[src/rtl/mstk_ram.sv]
// Generic single write port, single read port RAM with registered read data.
module mstk_ram #(
	parameter int unsigned WIDTH = 8,
	parameter int unsigned DEPTH = 16
) (
	input  logic                     clk,
	input  logic                     we,
	input  logic [$clog2(DEPTH)-1:0] waddr,
	input  logic [WIDTH-1:0]         wdata,
	input  logic [$clog2(DEPTH)-1:0] raddr,
	output logic [WIDTH-1:0]         rdata
);

	logic [WIDTH-1:0] mem [DEPTH];

	always_ff @(posedge clk) begin
		if (we) begin
			mem[waddr] <= wdata;
		end
		rdata <= mem[raddr];
	end

endmodule

[config.mk]
export PLATFORM = sky130hd
export DESIGN_NAME = mstk_ram
export DESIGN_NICKNAME = d
export VERILOG_FILES = /design/src/rtl/mstk_ram.sv
export SDC_FILE = /design/constraint.sdc
export NUM_CORES = 1
export LEC_CHECK = 0
export BUFFER_PORTS_ARGS = -buffer_cell sky130_fd_sc_hd__buf_2
export CAP_MARGIN = 20
export CORE_MARGIN = 4
export CORE_UTILIZATION = 42
export CTS_BUF_LIST = sky130_fd_sc_hd__clkbuf_8
export CTS_CLUSTER_SIZE = 12
export DETAILED_ROUTE_END_ITERATION = 10
export MAX_ROUTING_LAYER = met4
export SETUP_SLACK_MARGIN = 0.2
export SLEW_MARGIN = 20
export SYNTH_ARGS = -nofsm -noshare
export SYNTH_HDL_FRONTEND = slang
export SYNTH_SLANG_ARGS = --single-unit
[constraint.sdc]
create_clock -name clk -period 2.28 [get_ports clk]
set_input_delay 0.114 -clock clk [delete_from_list [all_inputs] [get_ports clk]]
set_output_delay 0.114 -clock clk [all_outputs]
set_load 0.02 [all_outputs]
# Word-level counts from Yosys, hierarchy flattened
# Memory sizes are Yosys's and may differ from the RTL's. A register that Yosys moved wholly into a read port is not among the register bits.
# Cells that the tools add are included.
totals:
  output_inout_bits: 8
  register_bits: 0
  mem_bits_rw: 128
  mem_count: 1
  in_bits: 18
classes:
  n_mux: 2
memory_table:
  columns: ["name", "depth", "width", "rd", "rd_clocked_by_memory_dff", "write_ports", "line", "text"]
  rows:
  - ["mem", 16, 8, 1, 1, 1, "14", "logic [WIDTH-1:0] mem [DEPTH];"]
op_table:
  columns: ["op", "count"]
  rows:
  - ["$mux 1", 2]

# Depth between registers and ports, before layout
depth:
  word_depth: 2
  ltp_mapped: 5

# Least setup slack after synthesis
# OpenSTA, ideal clock, no wires.
synth_path:
  path_type: "input to register"
  start: "input waddr[2]"
  end: "memory mem[0][0] (enable)"
  cell_stages: 2
  arrival_time_ns: 1.224
  setup_slack_ns: 0.673
  n_path_buf: 0
  path_cell_list: "or3b_2 > nor3_1"
synth_rtl:
  columns: ["item", "line", "text"]
  rows:
  - ["start: declaration", "8", "input logic [$clog2(DEPTH)-1:0] waddr,"]
  - ["end: declaration", "14", null]
# Straight into the memory's write port.

==> results.md <==
- Status: finished clean
- Seq/Total Area, Yosys: 0.778
- TritonRoute pass-1 iters: 4
- Internal power: 4.30 mW
- Antenna diodes: 0
- Tightest Hold Check Type: in2reg
- DRT Wirelength: between 9000 and 10000 microns
- Critical path endpoint category: flop
- Row count: 40
- Slew Viols, Final: 0
- Clock slew at reported path FFs: 80 ps
- Finished Core Util: 0.499
- # port buffers: 25
- Die H: around 120 microns
- Post-CTS setup buffers: 0
- Starting density of the core: 0.429
- P&R area growth vs syn: 16.4%
- PD cells: roughly 900 nW/um^2
- Sequential cell area: 4000 sq um
- RD Place Congestion: 0.731
- Sequential Power Share: 0.525
- Setup Slack @ Placement: 690 ps
- Worst Max-Slew Pin Slew: 772 ps
- Maximum VDD drop: 411 uV
- Total CTS buffers: 17
- Total number of vias: 2366
- Vias per inst: 5.38
- Layout Skew: 11.6 ps
- Die width: 119 microns
- Post-layout total power: 5.34 mW
- CP max FO: 1
- Die footprint: about 14000 sq um
- Switching power: 1.04 mW
- Fill cells: between 900 and 1000
- Synthesized area per cell: roughly 22 sq um
- GRT Util Overall: 0.144
- Fin crit period: 1380 ps
- First-pass GRT wire length: roughly 14000 microns
- Mapped Cells: approximately 230
- Worst rel slew slack: 0.484
- # IOs: 26
- Post_cts resized: 0
- Sink Count: ~140
- CP arrival: 1690 ps
- Final period utilization: 0.606
- Cells along the critical path: mux4_1, a22oi_1, nand2_1
- #FFs+latches synth: 136
- Nets: ~300
- Largest net degree at the start of global routing: 33
- Final Hold Vio Count: 0
- Post-Route Setup TNS: 0 ps
- Startpoint types: flop
- RSZ-0062 raised after global routing: false
- Max incr delay on CP: approximately 500 ps
- Initial antenna violation count: 0
- CTS max path bufs: 2
- Crit Path Category: reg2reg
- Layout cell share with drive strength beyond 1: 0.304
- Htree depth: 4
- Synthesized cell area: approximately 5100 sq um
- # hold bufs at CTS: 0
- Gate power share: 0.051
- Final setup margin: 899 ps
- Drt wl/cell: 20.9 microns
- Leakage: 2.03 nW
- Clk_lat worst skew: approximately 420 ps
- DRT iter0 DRCs: 141
- YS warnings: 0
- Core box area: 12000 sq um
- Slowest CP cell: mux4_1
- Vias in the first global route: roughly 2400
- Total global routing overflow: 0
- Drt drc: 0
- Post-DP HPWL: 5910 microns
- Power share of the clock group: 0.424
- Post-Syn Nets: 247
- Multi-input gate area: 1060 sq um
- Final setup viols: 0
- Critical Path RT: approximately 2600 ps
- DRT antenna net count: 0
- Root buffer cell: clkbuf_8
- Switching Share: 0.195
- Max_cap viols: 0
- Synth unique cells: 19
- CTS tree: yes
- FMAX: 724 MHz
## power by group through the flow
stage                     Clock, mW  Sequential [mW]  Combinational [mW]
final                          2.27             2.80               0.273
after global routing           2.43             2.81               0.295
after CTS                      2.33             2.81               0.276
after detailed placement          0             2.86               0.276
after global placement            0             2.86               0.272
after floorplan                   0             2.88               0.142
## cell usage in the layout (no fill, tap or decap), drive strengths merged
cell / Yosys / layout
edfxtp: 128 / 128
buf: 7 / 42
mux4: 32 / 32
clkbuf: 0 / 17
a22oi: 16 / 16
nor2: 13 / 13
nand2: 9 / 9
dfxtp: 8 / 8
bufinv: 0 / 6
clkinv: 0 / 6
nor3: 4 / 4
nand3b: 2 / 2
nand2b: 2 / 2
inv: 0 / 2
nor2b: 1 / 1
and2: 1 / 1
and2b: 1 / 1
nand3: 1 / 1
or3b: 1 / 1
clkinvlp: 0 / 1
## final timing paths
check | from | endpoint | slack, ps | cells past startpoint
min | wdata[5] | mem[7][5]$_DFFE_PP_ | 70 | 1
max | mem[1][3]$_DFFE_PP_ | rdata[3]$_DFF_P_ | 900 | 3
min reg2reg | mem[14][7]$_DFFE_PP_ | rdata[7]$_DFF_P_ | 670 | 3
max reg2reg | mem[1][3]$_DFFE_PP_ | rdata[3]$_DFF_P_ | 900 | 3
## synthesized netlist by cell type, drive strengths merged
cell / number / share of area
edfxtp: 128 / 0.75
buf: 7 / 0.011
mux4: 32 / 0.15
nand3b: 2 / 0.0029
nor3: 4 / 0.0039
nand2: 9 / 0.0066
nand2b: 2 / 0.0024
nor2b: 1 / 0.0012
or3b: 1 / 0.0017
clkdlybuf4s25: 3 / 0.0058
dfxtp: 8 / 0.031
nand3: 1 / 0.00097
and2b: 1 / 0.0015
and2: 1 / 0.0012
nor2: 13 / 0.0095
a22oi: 16 / 0.023
## layout make-up
class | count | share of cell area
clock inverter | 15 | 0.0391
timing repair buffer | 42 | 0.0464
clock buffer | 17 | 0.0391
sequential | 136 | 0.668
multi-input combinational | 83 | 0.176
tap | 147 | 0.0307
## per-layer routing
metal	wire length [microns]	track usage
met1	4130	0.182
met4	123	0.0608
met5	0	-
met2	4560	0.225
met3	374	0.0344
## stage by stage
| step | cell area, sq um | hold WS [ps] | cells |
|---|---|---|---|
| floorplan | 5150 | 213 | 229 |
| global placement | 5520 | 504 | 408 |
| detailed placement | 5520 | 509 | 408 |
| CTS | 5990 | 45.2 | 440 |
| global route | 5990 | 48.8 | 440 |
| finish | 5990 | 71.4 | 440 |
## sequential cells by signal, summed over array words and instances, names as in the netlist
register / flops
mem: 128
rdata: 8
## worst max-delay path, delay by kind of cell, from the launching register on
| family | cells | cell delay (ps) |
|---|---|---|
| flops | 1 | 370 |
| simple gates | 1 | 80 |
| mux | 1 | 510 |
| compound gates | 1 | 320 |
## cells by family after synthesis
logic type / after synthesis / synth area share
mux: 32 / 0.150
compound gates: 16 / 0.0233
flops: 136 / 0.778
buf+inv: 10 / 0.0168
simple gates: 35 / 0.0318
(Power assumes the default switching activity.)
